**config.mk**
```make
export PLATFORM = sky130hd
export DESIGN_NAME = lzwe_outq
export DESIGN_NICKNAME = d
export VERILOG_FILES = /design/src/hdl/lzwe_pkg.sv /design/src/hdl/lzwe_outq.sv
export SDC_FILE = /design/constraint.sdc
export NUM_CORES = 1
export LEC_CHECK = 0
export BUFFER_PORTS_ARGS = -buffer_cell sky130_fd_sc_hd__buf_2
export CAP_MARGIN = 20
export CORE_MARGIN = 2
export CORE_UTILIZATION = 40
export CTS_CLUSTER_DIAMETER = 80
export DETAILED_ROUTE_END_ITERATION = 8
export HOLD_SLACK_MARGIN = 0.02
export PLACE_DENSITY_LB_ADDON = 0.1
export SYNTH_ARGS = -nofsm -noshare
export SYNTH_HDL_FRONTEND = slang
export SYNTH_SLANG_ARGS = --single-unit
export TNS_END_PERCENT = 100
```
**constraint.sdc**
```tcl
create_clock -name i_clk -period 3.05 [get_ports i_clk]
set_input_delay 0.1525 -clock i_clk [delete_from_list [all_inputs] [get_ports i_clk]]
set_output_delay 0.1525 -clock i_clk [all_outputs]
set_load 0.02 [all_outputs]
```
**src/hdl/lzwe_pkg.sv**
```systemverilog
// shared constants, payload types and the status struct of the lzw encoder
`timescale 1ns / 1ps
package lzwe_pkg;

    localparam int CODE_BITS       = 12;
    localparam int DICT_ENTRIES    = 4096;
    localparam int HASH_BITS       = 13;
    localparam int HASH_SLOTS      = 1 << HASH_BITS;
    localparam int FIRST_FREE_CODE = 256;
    localparam int CODE_SPACE      = 1 << CODE_BITS;
    localparam int CODE_LIMIT      = (DICT_ENTRIES < CODE_SPACE) ? DICT_ENTRIES : CODE_SPACE;
    localparam int NFC_BITS        = CODE_BITS + 1;

    // slot generation tag, zero marks a swept slot
    localparam int EPOCH_BITS = 4;
    localparam int EPOCH_MAX  = (1 << EPOCH_BITS) - 1;

    localparam logic [31:0] HASH_MULT = 32'd2654435761;
    localparam int HASH_SHIFT = 15;

    localparam int INQ_DEPTH  = 2;
    localparam int INQ_BITS   = 1;
    localparam int OUTQ_DEPTH = 4;
    localparam int OUTQ_BITS  = 2;

    typedef struct packed {
        logic [7:0] in_byte;
        logic       in_last;
    } t_in;

    typedef struct packed {
        logic [CODE_BITS-1:0] out_code;
        logic                 out_last;
    } t_out;

    typedef struct packed {
        t_in  item;
        logic first;
    } t_work;

    typedef struct packed {
        logic [EPOCH_BITS-1:0] epoch;
        logic [CODE_BITS-1:0]  prefix;
        logic [7:0]            sym;
        logic [CODE_BITS-1:0]  code;
    } t_slot;

    typedef struct packed {
        logic [OUTQ_BITS:0] free;
        logic               full;
    } t_oq_stat;

endpackage

```
**src/hdl/lzwe_outq.sv**
```systemverilog
// output queue holding emitted codes until the consumer takes them
`timescale 1ns / 1ps
module lzwe_outq import lzwe_pkg::*; (
    input  logic     i_clk,
    input  logic     i_rst_n,
    input  logic     i_push,
    input  t_out     i_push_data,
    output t_oq_stat o_stat,
    output logic     o_valid,
    output t_out     o_data,
    input  logic     i_ready
);

    t_out                 r_q [OUTQ_DEPTH];
    logic [OUTQ_BITS-1:0] r_wp;
    logic [OUTQ_BITS-1:0] r_rp;
    logic [OUTQ_BITS:0]   r_cnt;
    logic                 pop;

    assign o_valid     = (r_cnt != '0);
    assign o_data      = r_q[r_rp];
    assign pop         = o_valid & i_ready;
    assign o_stat.full = (r_cnt == (OUTQ_BITS+1)'(OUTQ_DEPTH));
    assign o_stat.free = (OUTQ_BITS+1)'(OUTQ_DEPTH) - r_cnt;

    always_ff @(posedge i_clk) begin
        if (i_push) begin
            r_q[r_wp] <= i_push_data;
        end
    end

    always_ff @(posedge i_clk) begin
        if (!i_rst_n) begin
            r_wp  <= '0;
            r_rp  <= '0;
            r_cnt <= '0;
        end else begin
            if (i_push) begin
                r_wp <= r_wp + 1'b1;
            end
            if (pop) begin
                r_rp <= r_rp + 1'b1;
            end
            case ({i_push, pop})
                2'b10:   r_cnt <= r_cnt + 1'b1;
                2'b01:   r_cnt <= r_cnt - 1'b1;
                default: r_cnt <= r_cnt;
            endcase
        end
    end

endmodule

```
# --- Yosys cells after proc, flatten, opt, wreduce, memory -nomap -nowiden ---
# Memories as Yosys holds them, arrays and structs flattened. A register that Yosys moved wholly into a read port is not among the register bits.
# Cells that the tools add are included.
word_totals:
  ff_bits: 7
  mem_count: 1
  ram_bits: 52
  output_inout_bits: 18
  inputBits: 17
classes:
  n_reduce_logical: 2
  eq_ne: 3
  n_addsub: 5
  n_mux: 5
  bitwise: 1
mem_list:
  columns: ["memory", "depth", "word_bits", "read_ports", "rd_ports_with_merged_regs", "wr", "line", "rtl"]
  rows:
  - ["r_q", 4, 13, 1, 1, 1, "lzwe_outq.sv:14", "t_out r_q [OUTQ_DEPTH];"]
ops:
  columns: ["op", "count"]
  rows:
  - ["$pmux W3 S2", 1]
  - ["$add A2 B1 Y2 const B", 2]
  - ["$mux W2", 2]
  - ["$add A3 B1 Y3 const B", 1]
  - ["$eq A3 B3 Y1 const B", 1]
  - ["$reduce_bool A3 Y1", 1]
  - ["$sub A3 B1 Y3 const B", 1]
  - ["$sub A3 B3 Y3 const A", 1]
  - ["$eq A2 B1 Y1 const B", 1]
  - ["$eq A2 B2 Y1 const B", 1]
  - ["$mux W1", 2]
  - ["$reduce_bool A2 Y1", 1]
  - ["$and A1 B1 Y1", 1]

# --- Longest topological paths before layout ---
logic_depth:
  word_depth: 4
  mapped_depth: 10
  mapped_depth_nobuf: 10

# --- Least setup slack after synthesis ---
# OpenSTA, ideal clock, no wires.
synth_timing:
  kind: "register to register"
  from: "register r_cnt[0]"
  to: "register r_cnt[2]"
  arrival_ps: 2174
  stages_incl_launch_ff: 11
  setup_slack_ps: 800
  setup_time_ps: 76
  path_buffers: 0
  path_cell_list: "dfxtp_1 -> inv_1 -> ha_1 -> ha_1 -> nor2b_1 -> ha_1 -> inv_1 -> fa_1 -> xor2_1 -> or3_1 -> a21boi_0"
synth_via:
  elab_chain_len: 4
  word_cells_on_any_way: 8
  classes_between: "add/sub (2); eq/ne (2); mux (1); bitwise (1); reduce/logical (2)"
synth_rtl:
  columns: ["item", "line", "rtl"]
  rows:
  - ["from (decl)", "lzwe_outq.sv:17", "logic [OUTQ_BITS:0] r_cnt;"]
  - ["from (signal assigned)", "lzwe_outq.sv:45", "2'b10: r_cnt <= r_cnt + 1'b1;"]
  - ["from (signal assigned)", "lzwe_outq.sv:46", "2'b01: r_cnt <= r_cnt - 1'b1;"]
  - ["from (signal assigned)", "lzwe_outq.sv:47", "default: r_cnt <= r_cnt;"]
  - ["$reduce_bool A3 Y1 *", "lzwe_outq.sv:20", "assign o_valid = (r_cnt != '0);"]
  - ["$and A1 B1 Y1 *", "lzwe_outq.sv:22", "assign pop = o_valid & i_ready;"]
  - ["named net pop", "lzwe_outq.sv:18", "logic pop;"]
  - ["$eq A2 B1 Y1 or $eq A2 B2 Y1 (tied branches)", "lzwe_outq.sv:44", "case ({i_push, pop})"]
  - ["$pmux W3 S2 or $reduce_bool A2 Y1 (tied branches)", null, null]
# Mark *: on every way through the listed nets, which the timed path passes. The rest lies on a longest branch.
# A chain may end at the register's enable or synchronous reset.

# --- Worst setup path in the final report ---
# Ends and elaborated chain as after synthesis.

==> impl_results.md <==
* Outcome: finished clean
* Grt met3 use at 0.0356
* H-tree lvl count at 3
* WS Path Type: reg2reg
* Gp weighted congestion at ~0.67
* TritonCTS Sinks at around 60
* CTS tree: done
* Pleak at between 1 and 1.5 nW
* Final Max Tran Viols at 0
* Residual DRC at 0
* Mapped Area at between 2000 and 2500 um2
* Largest net degree at the start of global routing at 14
* Crit end category: flop
* First-pass GRT wire length at between 6 and 7 mm
* Worst slew margin at 0.508
* Total CTS buffers at 9
* N_diodes at 0
* Total die area at 6600 um2
* WP data required at roughly 3.3 ns
* Reg-to-reg startpoint: r_cnt[0]
* Maximum fanout along the worst path at 3
* WHS Endpoint: r_q[3][2]
* Cells after synthesis at between 100 and 150
* Setup TNS at 0 ns
* Mean area per synthesized cell at 20.1 um2
* Fin nets at ~190
* Reg2Reg Setup Slack at about 0.5 ns
* Congestion Overflow GR at 0
* Sw Ratio at 0.300
* Post-DP HPWL at 2.45 mm
* Max VDD drop at slightly above 0.3 mV
* Initial antenna violation count at 0
* Pre-antenna DRT Iters at 6
* Clk root buf: clkbuf_8
* R2R depth at 10
* Hold depth at 1
* Met2 GRT Util at 0.226
* Logic pwr share at 0.283
* Clk_lat worst skew at 0.33 ns
* Internal power at 0.00164 W
* Syn_nets at around 150
* Register area share after synthesis at 0.730
* FMAX at between 300 and 400 MHz
* Final worst slack at slightly below 0.5 ns
* Via density per instance at between 4 and 5
* CTS Buffer Depth at 2
* Placed Cells at between 200 and 250
* Vias in the first global route at ~1,300
* Period utilization at 0.838
* Routed Antenna Nets at 0
* Drt total wl at 3.89 mm
* PortBufs at 34
* Placed Area at about 2600 um2
* Postcts setup bufs at 0
* Sequential Power Share at 0.434
* Unique masters post-synth at 20
* Starting DRC count in detailed routing at 55
* Layout area overhead at 19.3%
* Die Ht at 81.3 um
* Endpoints failing setup at 0
* Worst Max-Slew Pin Slew at about 0.74 ns
* GR Util All Layers at 0.137
* Drt wl/cell at roughly 16 um
* Core area at approximately 5900 um2
* Gr busiest metal: met2
* Die Width at approximately 81 um
* Pwr/cell area at a little over 800 nW/um2
* RSZ-0062 raised after global routing: false
* Switching power at between 0.0007 and 0.0008 W
* Layout Cells excl Fill at between 200 and 250
* Clock share of power at 0.283
* Clock Skew at 0.00422 ns
* Start point of the worst hold path: i_push_data[2]
* IO Count at 35
* FP Rows at 28
* Max Cap Violations at 0
* Crit Reg-Reg Endpoint: r_cnt[2]
* Vias at ~1,200
* Clk slew on worst S/H paths at around 0.070 ns
* Finished Cell Area at 2850 um2
* Initial core utilization at 0.408
* Worst Path Arrival at between 2 and 3 ns
* Place WS at 0.544 ns
* Yosys warning count at 0
* Minimum clock period at 2.56 ns
* Startpoint types: flop
* Layout cells sized above 1 at 0.341
* Synth Register Bits at 61
* Hold Violations, Final at 0
* Hold Path Class: in2reg
* GRT met1 Usage at 0.158
repair_timing:
action | in CTS | in global routing
endpoints found under the hold margin | 8 | 0
hold buffers | 3 | 0
gates resized for setup | 0 | 0
logic make-up (layout without fill, tap and decap cells):
logic type               after synthesis  in the layout  synth area share
AO/OA/AOI/OAI                          3              3           0.00734
XOR/XNOR                               5              5            0.0183
adder cells (fa/ha/maj)                9              9            0.0503
buffers and inverters                 12             63            0.0241
flip-flops                            61             61             0.730
multiplexers                          14             14             0.132
AND/OR/NAND/NOR                       15             15            0.0388
worst max-delay path: stages, from the launching register on:
cell      delay (ns)
dfxtp_1         0.36
inv_1           0.09
ha_1            0.23
ha_1            0.21
nor2b_1         0.22
ha_1            0.23
inv_1           0.06
fa_1            0.37
xor2_1          0.16
or3_1           0.31
a21boi_0        0.21
per-layer routing:
metal | vias to the layer above | wire, um
met5 | - | 0
met4 | 0 | 66
met3 | 5 | 152
met2 | 28 | 2070
met1 | 580 | 1600
li1 | 547 | -
power groups by stage:
stage	clock [W]	combinational [W]	sequential, W
2_1_floorplan	0	0.000501	0.00102
3_3_place_gp	0	0.000653	0.00103
3_5_place_dp	0	0.000668	0.00103
4_1_cts	0.000681	0.000677	0.00102
5_1_grt	0.000722	0.000737	0.00102
6_report	0.000663	0.000662	0.00102
worst max-delay path by stage:
stage	start	endpoint	slack, ns
after floorplan	r_cnt[0]	r_cnt[2]	0.80
after global placement	r_cnt[0]	r_cnt[2]	0.74
after detailed placement	r_cnt[0]	r_cnt[2]	0.54
after CTS	r_cnt[0]	r_cnt[2]	0.52
after global routing	r_cnt[0]	r_cnt[2]	0.37
final	r_cnt[0]	r_cnt[2]	0.49
flip-flops by register name, summed over array words and instances (netlist names), named ones only:
register	count
r_q	52
r_cnt	3
r_rp	2
r_wp	2
cell usage after synthesis (all sizes together):
| library cell | instances | share of area |
|---|---|---|
| a21boi | 1 | 0.0031 |
| and2 | 10 | 0.026 |
| buf | 3 | 0.010 |
| dfxtp | 9 | 0.075 |
| edfxtp | 52 | 0.65 |
| fa | 1 | 0.0084 |
| ha | 8 | 0.042 |
| inv | 9 | 0.014 |
| mux2i | 1 | 0.0042 |
| mux4 | 13 | 0.13 |
| nand2 | 1 | 0.0016 |
| nand3b | 1 | 0.0031 |
| nor2b | 2 | 0.0052 |
| o21ai | 2 | 0.0042 |
| or3 | 1 | 0.0026 |
| xnor2 | 2 | 0.0073 |
| xor2 | 3 | 0.011 |
layout make-up:
cell class	instances	area (um2)
sequential	61	1740
inverter	9	33.8
tap	75	93.8
timing repair buffer	38	208
clock buffer	11	131
clock inverter	5	51.3
multi-input combinational	46	588
fill	500	3000
per-stage QoR:
stage / total power (W) / hold WS (ns) / utilization
floorplan: 0.00152 / 0.251 / -
global placement: 0.00168 / 0.361 / 0.450
detailed placement: 0.00170 / 0.370 / 0.450
CTS: 0.00238 / 0.0221 / 0.487
global route: 0.00248 / 0.0287 / 0.487
finish: 0.00234 / 0.0383 / 0.487
cells in the final DEF (no fill, tap or decap), drive strengths merged:
master,n
a21boi,1
and2,10
buf,35
bufinv,1
clkbuf,11
clkinv,3
clkinvlp,1
dfxtp,9
dlygate4sd3,3
edfxtp,52
fa,1
ha,8
inv,9
mux2i,1
mux4,13
nand2,1
nand3b,1
nor2b,2
o21ai,2
or3,1
xnor2,2
xor2,3
Note: power is estimated with default switching activity, not from simulation.
