### src/hdl/lzwe_pkg.sv
// shared constants, payload types and the status struct of the lzw encoder
`timescale 1ns / 1ps
package lzwe_pkg;

    localparam int CODE_BITS       = 12;
    localparam int DICT_ENTRIES    = 4096;
    localparam int HASH_BITS       = 13;
    localparam int HASH_SLOTS      = 1 << HASH_BITS;
    localparam int FIRST_FREE_CODE = 256;
    localparam int CODE_SPACE      = 1 << CODE_BITS;
    localparam int CODE_LIMIT      = (DICT_ENTRIES < CODE_SPACE) ? DICT_ENTRIES : CODE_SPACE;
    localparam int NFC_BITS        = CODE_BITS + 1;

    // slot generation tag, zero marks a swept slot
    localparam int EPOCH_BITS = 4;
    localparam int EPOCH_MAX  = (1 << EPOCH_BITS) - 1;

    localparam logic [31:0] HASH_MULT = 32'd2654435761;
    localparam int HASH_SHIFT = 15;

    localparam int INQ_DEPTH  = 2;
    localparam int INQ_BITS   = 1;
    localparam int OUTQ_DEPTH = 4;
    localparam int OUTQ_BITS  = 2;

    typedef struct packed {
        logic [7:0] in_byte;
        logic       in_last;
    } t_in;

    typedef struct packed {
        logic [CODE_BITS-1:0] out_code;
        logic                 out_last;
    } t_out;

    typedef struct packed {
        t_in  item;
        logic first;
    } t_work;

    typedef struct packed {
        logic [EPOCH_BITS-1:0] epoch;
        logic [CODE_BITS-1:0]  prefix;
        logic [7:0]            sym;
        logic [CODE_BITS-1:0]  code;
    } t_slot;

    typedef struct packed {
        logic [OUTQ_BITS:0] free;
        logic               full;
    } t_oq_stat;

endpackage

### src/hdl/lzwe_front.sv
// front end: takes input beats, tags the first byte of each stream, queues work
`timescale 1ns / 1ps
module lzwe_front import lzwe_pkg::*; (
    input  logic  i_clk,
    input  logic  i_rst_n,
    input  logic  i_valid,
    input  t_in   i_data,
    output logic  o_ready,
    output logic  o_work_valid,
    output t_work o_work,
    input  logic  i_work_ready
);

    t_work               r_q [INQ_DEPTH];
    logic [INQ_BITS-1:0] r_wp;
    logic [INQ_BITS-1:0] r_rp;
    logic [INQ_BITS:0]   r_cnt;
    logic                r_fresh;
    logic                push;
    logic                pop;

    assign o_ready      = (r_cnt != (INQ_BITS+1)'(INQ_DEPTH));
    assign o_work_valid = (r_cnt != '0);
    assign o_work       = r_q[r_rp];
    assign push         = i_valid & o_ready;
    assign pop          = o_work_valid & i_work_ready;

    always_ff @(posedge i_clk) begin
        if (push) begin
            r_q[r_wp] <= '{item: i_data, first: r_fresh};
        end
    end

    always_ff @(posedge i_clk) begin
        if (!i_rst_n) begin
            r_wp    <= '0;
            r_rp    <= '0;
            r_cnt   <= '0;
            r_fresh <= 1'b1;
        end else begin
            if (push) begin
                r_wp    <= r_wp + 1'b1;
                r_fresh <= i_data.in_last;
            end
            if (pop) begin
                r_rp <= r_rp + 1'b1;
            end
            case ({push, pop})
                2'b10:   r_cnt <= r_cnt + 1'b1;
                2'b01:   r_cnt <= r_cnt - 1'b1;
                default: r_cnt <= r_cnt;
            endcase
        end
    end

endmodule

### config.mk
export PLATFORM = sky130hd
export DESIGN_NAME = lzwe_front
export DESIGN_NICKNAME = d
export VERILOG_FILES = /design/src/hdl/lzwe_pkg.sv /design/src/hdl/lzwe_front.sv
export SDC_FILE = /design/constraint.sdc
export NUM_CORES = 1
export LEC_CHECK = 0
export BUFFER_PORTS_ARGS = -buffer_cell sky130_fd_sc_hd__buf_2
export CORE_MARGIN = 2
export CORE_UTILIZATION = 53
export CTS_BUF_LIST = sky130_fd_sc_hd__clkbuf_4 sky130_fd_sc_hd__clkbuf_8
export DETAILED_ROUTE_END_ITERATION = 10
export PLACE_DENSITY = 0.79
export SLEW_MARGIN = 5
export SYNTH_ARGS = -nofsm -noshare
export SYNTH_HDL_FRONTEND = slang
export SYNTH_SLANG_ARGS = --single-unit
### constraint.sdc
create_clock -name i_clk -period 1.77 [get_ports i_clk]
set_input_delay 0.177 -clock i_clk [delete_from_list [all_inputs] [get_ports i_clk]]
set_output_delay 0.177 -clock i_clk [all_outputs]
set_load 0.1 [all_outputs]
-- Word-level counts from Yosys, hierarchy flattened
Memory sizes are Yosys's and may differ from the RTL's. A register that Yosys moved wholly into a read port is not among the register bits.
Cells that the tools add are included.
- add/subtract/negate cells: 4
- equal/unequal tests: 3
- muxes and demuxes: 5
- bitwise logic cells: 2
- reduce and logical (&&, ||, !) cells: 2
- operators with widths (kind ; number):
    $mux 1 ; 4
    $pmux 2 s2 ; 1
    $reduce_bool 2->1 ; 2
    $add 1x1->1 const B ; 2
    $add 2x1->2 const B ; 1
    $and 1x1->1 ; 2
    $eq 2x1->1 const B ; 1
    $eq 2x2->1 const B ; 1
    $ne 2x2->1 const B ; 1
    $sub 2x1->2 const B ; 1
- bits in registers: 5
- memory bits (writable): 20
- output and inout port bits: 12
- logic and storage cells: 21
- memories: 1
- memories (name ; depth ; bits a word ; read ports ; clocked after Yosys merged registers in ; wr ports ; line ; text):
    r_q ; 2 ; 10 ; 1 ; 1 ; 1 ; lzwe_front.sv:14 ; t_work r_q [INQ_DEPTH];

-- Longest topological paths before layout
Gate-level depths: netlist of run 1.
- word-level depth: 4
- mapped depth: 7
- mapped depth without buffers: 7

-- Worst setup path after synthesis of run 1
Ideal clock, no wire load.
- path type: register to register
- start point: register r_cnt[0]
- end point: register r_cnt[1]
- library setup time: 70 ps
- arrival time: 1761 ps
- required time: 1700 ps
- path slack: -61 ps
- cell stages (with the launch flop): 7
- path buffers: 0
- cell sequence: dfxtp_1 nor2b_1 inv_2 nand2_1 ha_1 or3_1 a21oi_1
- word-level cells in the longest chain between the ends: 4
- elaborated cells on any way between the ends: 10
- those cells by class: add/sub: 2; eq/ne: 3; mux: 1; bitwise: 2; reduce/logical: 2
- RTL lines (element ; line ; text):
    start: declaration ; lzwe_front.sv:17 ; logic [INQ_BITS:0] r_cnt;
    start signal: assignment ; lzwe_front.sv:49 ; 2'b10: r_cnt <= r_cnt + 1'b1;
    start signal: assignment ; lzwe_front.sv:50 ; 2'b01: r_cnt <= r_cnt - 1'b1;
    start signal: assignment ; lzwe_front.sv:51 ; default: r_cnt <= r_cnt;
    $ne 2x2->1 * ; lzwe_front.sv:22 ; assign o_ready = (r_cnt != (INQ_BITS+1)'(INQ_DEPTH));
    net o_ready ; lzwe_front.sv:8 ; output logic o_ready,
    $and 1x1->1 * ; lzwe_front.sv:25 ; assign push = i_valid & o_ready;
    $eq 2x1->1 / $eq 2x2->1 (equally long branches) ; lzwe_front.sv:48 ; case ({push, pop})
    $pmux 2 s2 / $reduce_bool 2->1 (equally long branches) ; n/a ;
Mark *: on every way through the listed nets, which the timed path passes. The rest lies on a longest branch.
A chain may end at the register's enable or synchronous reset.

==> impl_metrics.json, run 1 <==
{
  "status": "finished, final reports clean",
  "worstReg2RegEnd": "r_cnt[1]",
  "cts_buffer_depth": 2,
  "drv_cap": 0,
  "gp_congestion": 0.720,
  "utilization": 0.674,
  "setup-violations-final": 0,
  "rsz0062_at_grt": "false",
  "layout_commonest_cell": "buf_2",
  "fin_ws_ns": 0.157,
  "fp.coreArea_um2": 1730,
  "holdCritPathClass": "in2reg",
  "maxSlewViolCount": 0,
  "post-route-period-util": 0.911,
  "post_cts_buffers": 0,
  "path_class": "reg2out",
  "num_antenna_cells": 0,
  "cts.sinks": 26,
  "fin_skew_ns": 0.00305,
  "worst_setup_path_start_kind": "flip-flop",
  "antenna_found_initial": 0,
  "ys.flop_type": "edfxtp_1",
  "grt_max_degree": 15,
  "chipHeight_um": 47.0,
  "r2r_start": "r_cnt[1]",
  "numCtsBuffers": 3,
  "finalHoldViolCount": 0,
  "rows": 15,
  "grt_pass1_vias": 498,
  "place_ws_ns": 0.111,
  "via_per_inst": 4.86,
  "synth_seq_area_share": 0.735,
  "cts_hold_buf": 0,
  "drtPass1Iterations": 4,
  "grt_pass1_wl_um": 1900,
  "reg2reg_depth": 6,
  "initial_core_util": 0.568,
  "synth_seq_cells": 26,
  "num_vias": 554,
  "h-tree-depth": 1,
  "routed_wl_um": 1310,
  "cts_tree": "built",
  "endpoint": "o_work[4]",
  "path_max_fanout": 10,
  "areaGrowthSynthToFinish_pct": 18.6,
  "period_needed_ns": 1.61,
  "ios": 25,
  "drc": 0,
  "cp.required_ns": 1.59,
  "dp_hpwl_um": 984,
  "async_reset_ff_frac": 0,
  "netlist_area_um2": 981,
  "drt_first_iter_violations": 6,
  "syn_nets": 76,
  "synth_edf_count": 20,
  "post_drt_wl_per_cell_um": 11.5,
  "grt.total_usage": 0.128,
  "yosysTopAreaCellShare": 0.612,
  "die_w_um": 47.0,
  "final_antenna_net_count": 0,
  "clk_pin_slew_ns": 0.12,
  "portBuffers": 24,
  "synthDistinctLibCells": 19,
  "synth_top_cells_by_area": "edfxtp_1, dfxtp_1, mux2_2, xnor2_1, o21ai_0",
  "yosys.area.top_type": "edfxtp_1",
  "insertion_delay_ns": 0.30,
  "crit_path_end_kind": "primary output",
  "final_area_um2": 1160,
  "die_area_um2": 2210,
  "root_buffer": "clkbuf_4",
  "overflow": 0,
  "yosysWarnings": 0,
  "maxSlewHeadroom": 0.678,
  "syn_avg_cell_area_um2": 15.8,
  "place_area_um2": 1130,
  "netlist_instances": 62,
  "final_cell_mix": "buf_2, edfxtp_1, mux2_2, dfxtp_1, clkbuf_4",
  "cts_resized": 1,
  "nets": 104,
  "fmax_ghz": 0.620,
  "tns_ns": 0,
  "final_layout_size_suffix_gt1_frac": 0.461,
  "worst_pin_slew_ns": 0.486,
  "crit_arrival_ns": 1.44,
  "reg2reg_slack_ns": 0.17
}
-- sequential cells by signal, indices dropped and copies added (netlist names), named ones only --
register  count
r_q          20
r_cnt         2
r_rp          1
r_fresh       1
r_wp          1
-- metrics by stage --
step / hold WS, ns / std cells
6_report: 0.0562 / 114
5_1_grt: 0.0424 / 114
4_1_cts: 0.0481 / 114
3_5_place_dp: 0.369 / 110
3_3_place_gp: 0.365 / 110
2_1_floorplan: 0.249 / 62
-- kinds of logic after synthesis --
| group | count (synthesis) | synth area share |
|---|---|---|
| flip-flops | 26 | 0.735 |
| AO/OA/AOI/OAI | 6 | 0.0332 |
| adder cells (fa/ha/maj) | 1 | 0.0128 |
| buffers and inverters | 5 | 0.0204 |
| XOR/XNOR | 3 | 0.0268 |
| AND/OR/NAND/NOR | 11 | 0.0574 |
| multiplexers | 10 | 0.115 |
-- worst max-delay path: stages (launching register included) --
cell     delay (ns)
dfxtp_2        0.49
mux2_2         0.36
buf_2          0.29
-- final cells by class --
class,instances,area [µm²]
fillers,147,563
clock buffers,4,30.0
well taps,25,31.3
repair buffers,24,120
multi-input cells,31,243
flip-flops and latches,26,722
inverters,4,17.5
-- synthesized netlist by cell type, types with 2 or more instances --
cell type / number
inv_1: 3
o21ai_0: 3
nor2_1: 3
edfxtp_1: 20
or3_1: 2
xnor2_1: 2
a21oi_1: 2
nand3_1: 2
dfxtp_1: 6
mux2_2: 10
-- worst min-delay path by stage --
stage / to / cells after the start / slack (ns) / start
final: r_q[0][3] / 1 / 0.06 / i_data[2]
after global routing: r_q[1][8] / 1 / 0.04 / i_data[7]
after CTS: r_q[0][3] / 1 / 0.05 / i_data[2]
after detailed placement: r_q[1][3] / 1 / 0.37 / i_data[2]
after global placement: r_q[0][2] / 1 / 0.36 / i_data[1]
after floorplan: r_fresh / 1 / 0.25 / i_rst_n
-- per-layer routing --
| metal | vias to the layer above | part of all wire | GRT usage |
|---|---|---|---|
| li1 | 279 | - | - |
| met1 | 259 | 0.43 | 0.140 |
| met2 | 14 | 0.53 | 0.233 |
| met3 | 2 | 0.037 | 0.0231 |
| met4 | 0 | 0.0076 | 0.0667 |
| met5 | - | 0 | 0 |
Power of run 1 is left out: the tool's default activity adds up to more than one toggle a clock period on the data nets, which glitch-free logic cannot reach.
==> run 2: changes to the inputs <==
--- a/config.mk
+++ b/config.mk
@@ -6,6 +6,7 @@
 export NUM_CORES = 1
 export LEC_CHECK = 0
 export BUFFER_PORTS_ARGS = -buffer_cell sky130_fd_sc_hd__buf_2
+export CORE_ASPECT_RATIO = 0.9
 export CORE_MARGIN = 2
 export CORE_UTILIZATION = 53
 export CTS_BUF_LIST = sky130_fd_sc_hd__clkbuf_4 sky130_fd_sc_hd__clkbuf_8
==> run 2 against run 1 <==
  * Wire length up 6.4%
  * Highest routed layer is now met3
  * Global-route usage grew 1.9 points
  * Die area hardly changed
  * Maximum frequency down 0.98%
  * Clock-buffer cell count unchanged
  * Critical path depth stayed put
  * Worst setup slack got worse by 0.016 ns
  * Final area up 0.43%
  * Register-to-register slack lost 0.03 ns
==> impl_metrics.json, run 2 (synthesized netlist as in run 1, its figures left out) <==
{
  "top_regs": "r_q: 20 flops, r_cnt: 2 flops",
  "finalHoldViolCount": 0,
  "final_layout_size_suffix_gt1_frac": 0.461,
  "via_per_inst": 4.84,
  "crit_path_end_kind": "primary output",
  "cts_buffer_depth": 2,
  "final_antenna_net_count": 0,
  "holdCritPathClass": "in2reg",
  "drc": 0,
  "areaGrowthSynthToFinish_pct": 19.1,
  "die_area_um2": 2210,
  "rows": 14,
  "path_class": "reg2out",
  "grt.total_usage": 0.146,
  "clk_pin_slew_ns": 0.13,
  "maxSlewViolCount": 0,
  "period_needed_ns": 1.63,
  "grt_max_degree": 15,
  "fill_cells": 130,
  "nets": 104,
  "place_ws_ns": 0.0788,
  "top_register": "r_q",
  "layout_commonest_cell": "buf_2",
  "num_antenna_cells": 0,
  "drtPass1Iterations": 4,
  "final_cell_mix": "buf_2, edfxtp_1, mux2_2, dfxtp_1",
  "die_w_um": 49.4,
  "antenna_found_initial": 0,
  "fp.coreArea_um2": 1700,
  "overflow": 0,
  "initial_core_util": 0.577,
  "ios": 25,
  "drv_cap": 0,
  "fin_skew_ns": 0.00468,
  "cts_tree": "built",
  "cp.required_ns": 1.59,
  "grt_pass1_wl_um": 2360,
  "num_vias": 547,
  "post_drt_wl_per_cell_um": 12.4,
  "crit_arrival_ns": 1.45,
  "tns_ns": 0,
  "rsz0062_at_grt": "false",
  "path_max_fanout": 10,
  "root_buffer": "clkbuf_4",
  "maxSlewHeadroom": 0.675,
  "status": "finished, final reports clean",
  "h-tree-depth": 1,
  "grt_pass1_vias": 544,
  "gp_congestion": 0.667,
  "post-place-cells": 109,
  "largest_reg_flops": 20,
  "instances_no_fill": 113,
  "numCtsBuffers": 3,
  "utilization": 0.688,
  "fin_ws_ns": 0.141,
  "dp_hpwl_um": 1030,
  "cts.sinks": 26,
  "worst_pin_slew_ns": 0.491,
  "routed_wl_um": 1400,
  "drt_first_iter_violations": 3,
  "post-route-period-util": 0.921,
  "setup-violations-final": 0,
  "fmax_ghz": 0.614,
  "worst_setup_path_start_kind": "flip-flop",
  "post_cts_buffers": 0,
  "portBuffers": 24,
  "chipHeight_um": 44.8,
  "insertion_delay_ns": 0.31
}
==> run 2: path summary, 6_finish.rpt <==
path	from	end	slack (ns)	cells after the start
worst max-delay path	flip-flop	o_work[5]	0.14	2
worst min-delay path	i_rst_n	r_fresh	0.04	2
worst max register to register	r_cnt[1]	r_cnt[1]	0.14	6
worst min register to register	r_fresh	r_q[1][0]	0.48	0
==> run 2: layer usage <==
metal  global-route usage  share of wire
met1                0.182           0.42
met2                0.262           0.52
met3               0.0364          0.062
met4               0.0343              0
met5                    0              0
==> run 2: layout make-up <==
class                   count  area (µm²)  area share
inverters                   4        17.5      0.0150
clock buffers               4        36.3      0.0310
multi-input cells          31         243       0.208
well taps                  24        30.0      0.0257
repair buffers             24         120       0.103
flip-flops and latches     26         722       0.618
==> run 2: critical path, stage by stage (launching register included) <==
cell,delay (ns)
dfxtp_2,0.49
mux2_2,0.36
buf_2,0.29
==> run 2: stage by stage <==
stage | area, µm² | hold slack [ns]
floorplan | 983 | 0.249
global placement | 1130 | 0.365
detailed placement | 1130 | 0.368
CTS | 1170 | 0.0340
global route | 1170 | 0.0280
finish | 1170 | 0.0425
==> run 2: repair_timing <==
action | in CTS | in global routing
endpoints found under the setup margin | 10 | 1
resized for setup | 1 | 1
hold buffers | 0 | 0
pin swaps | 0 | 0
Power of run 2 is left out for the same reason.
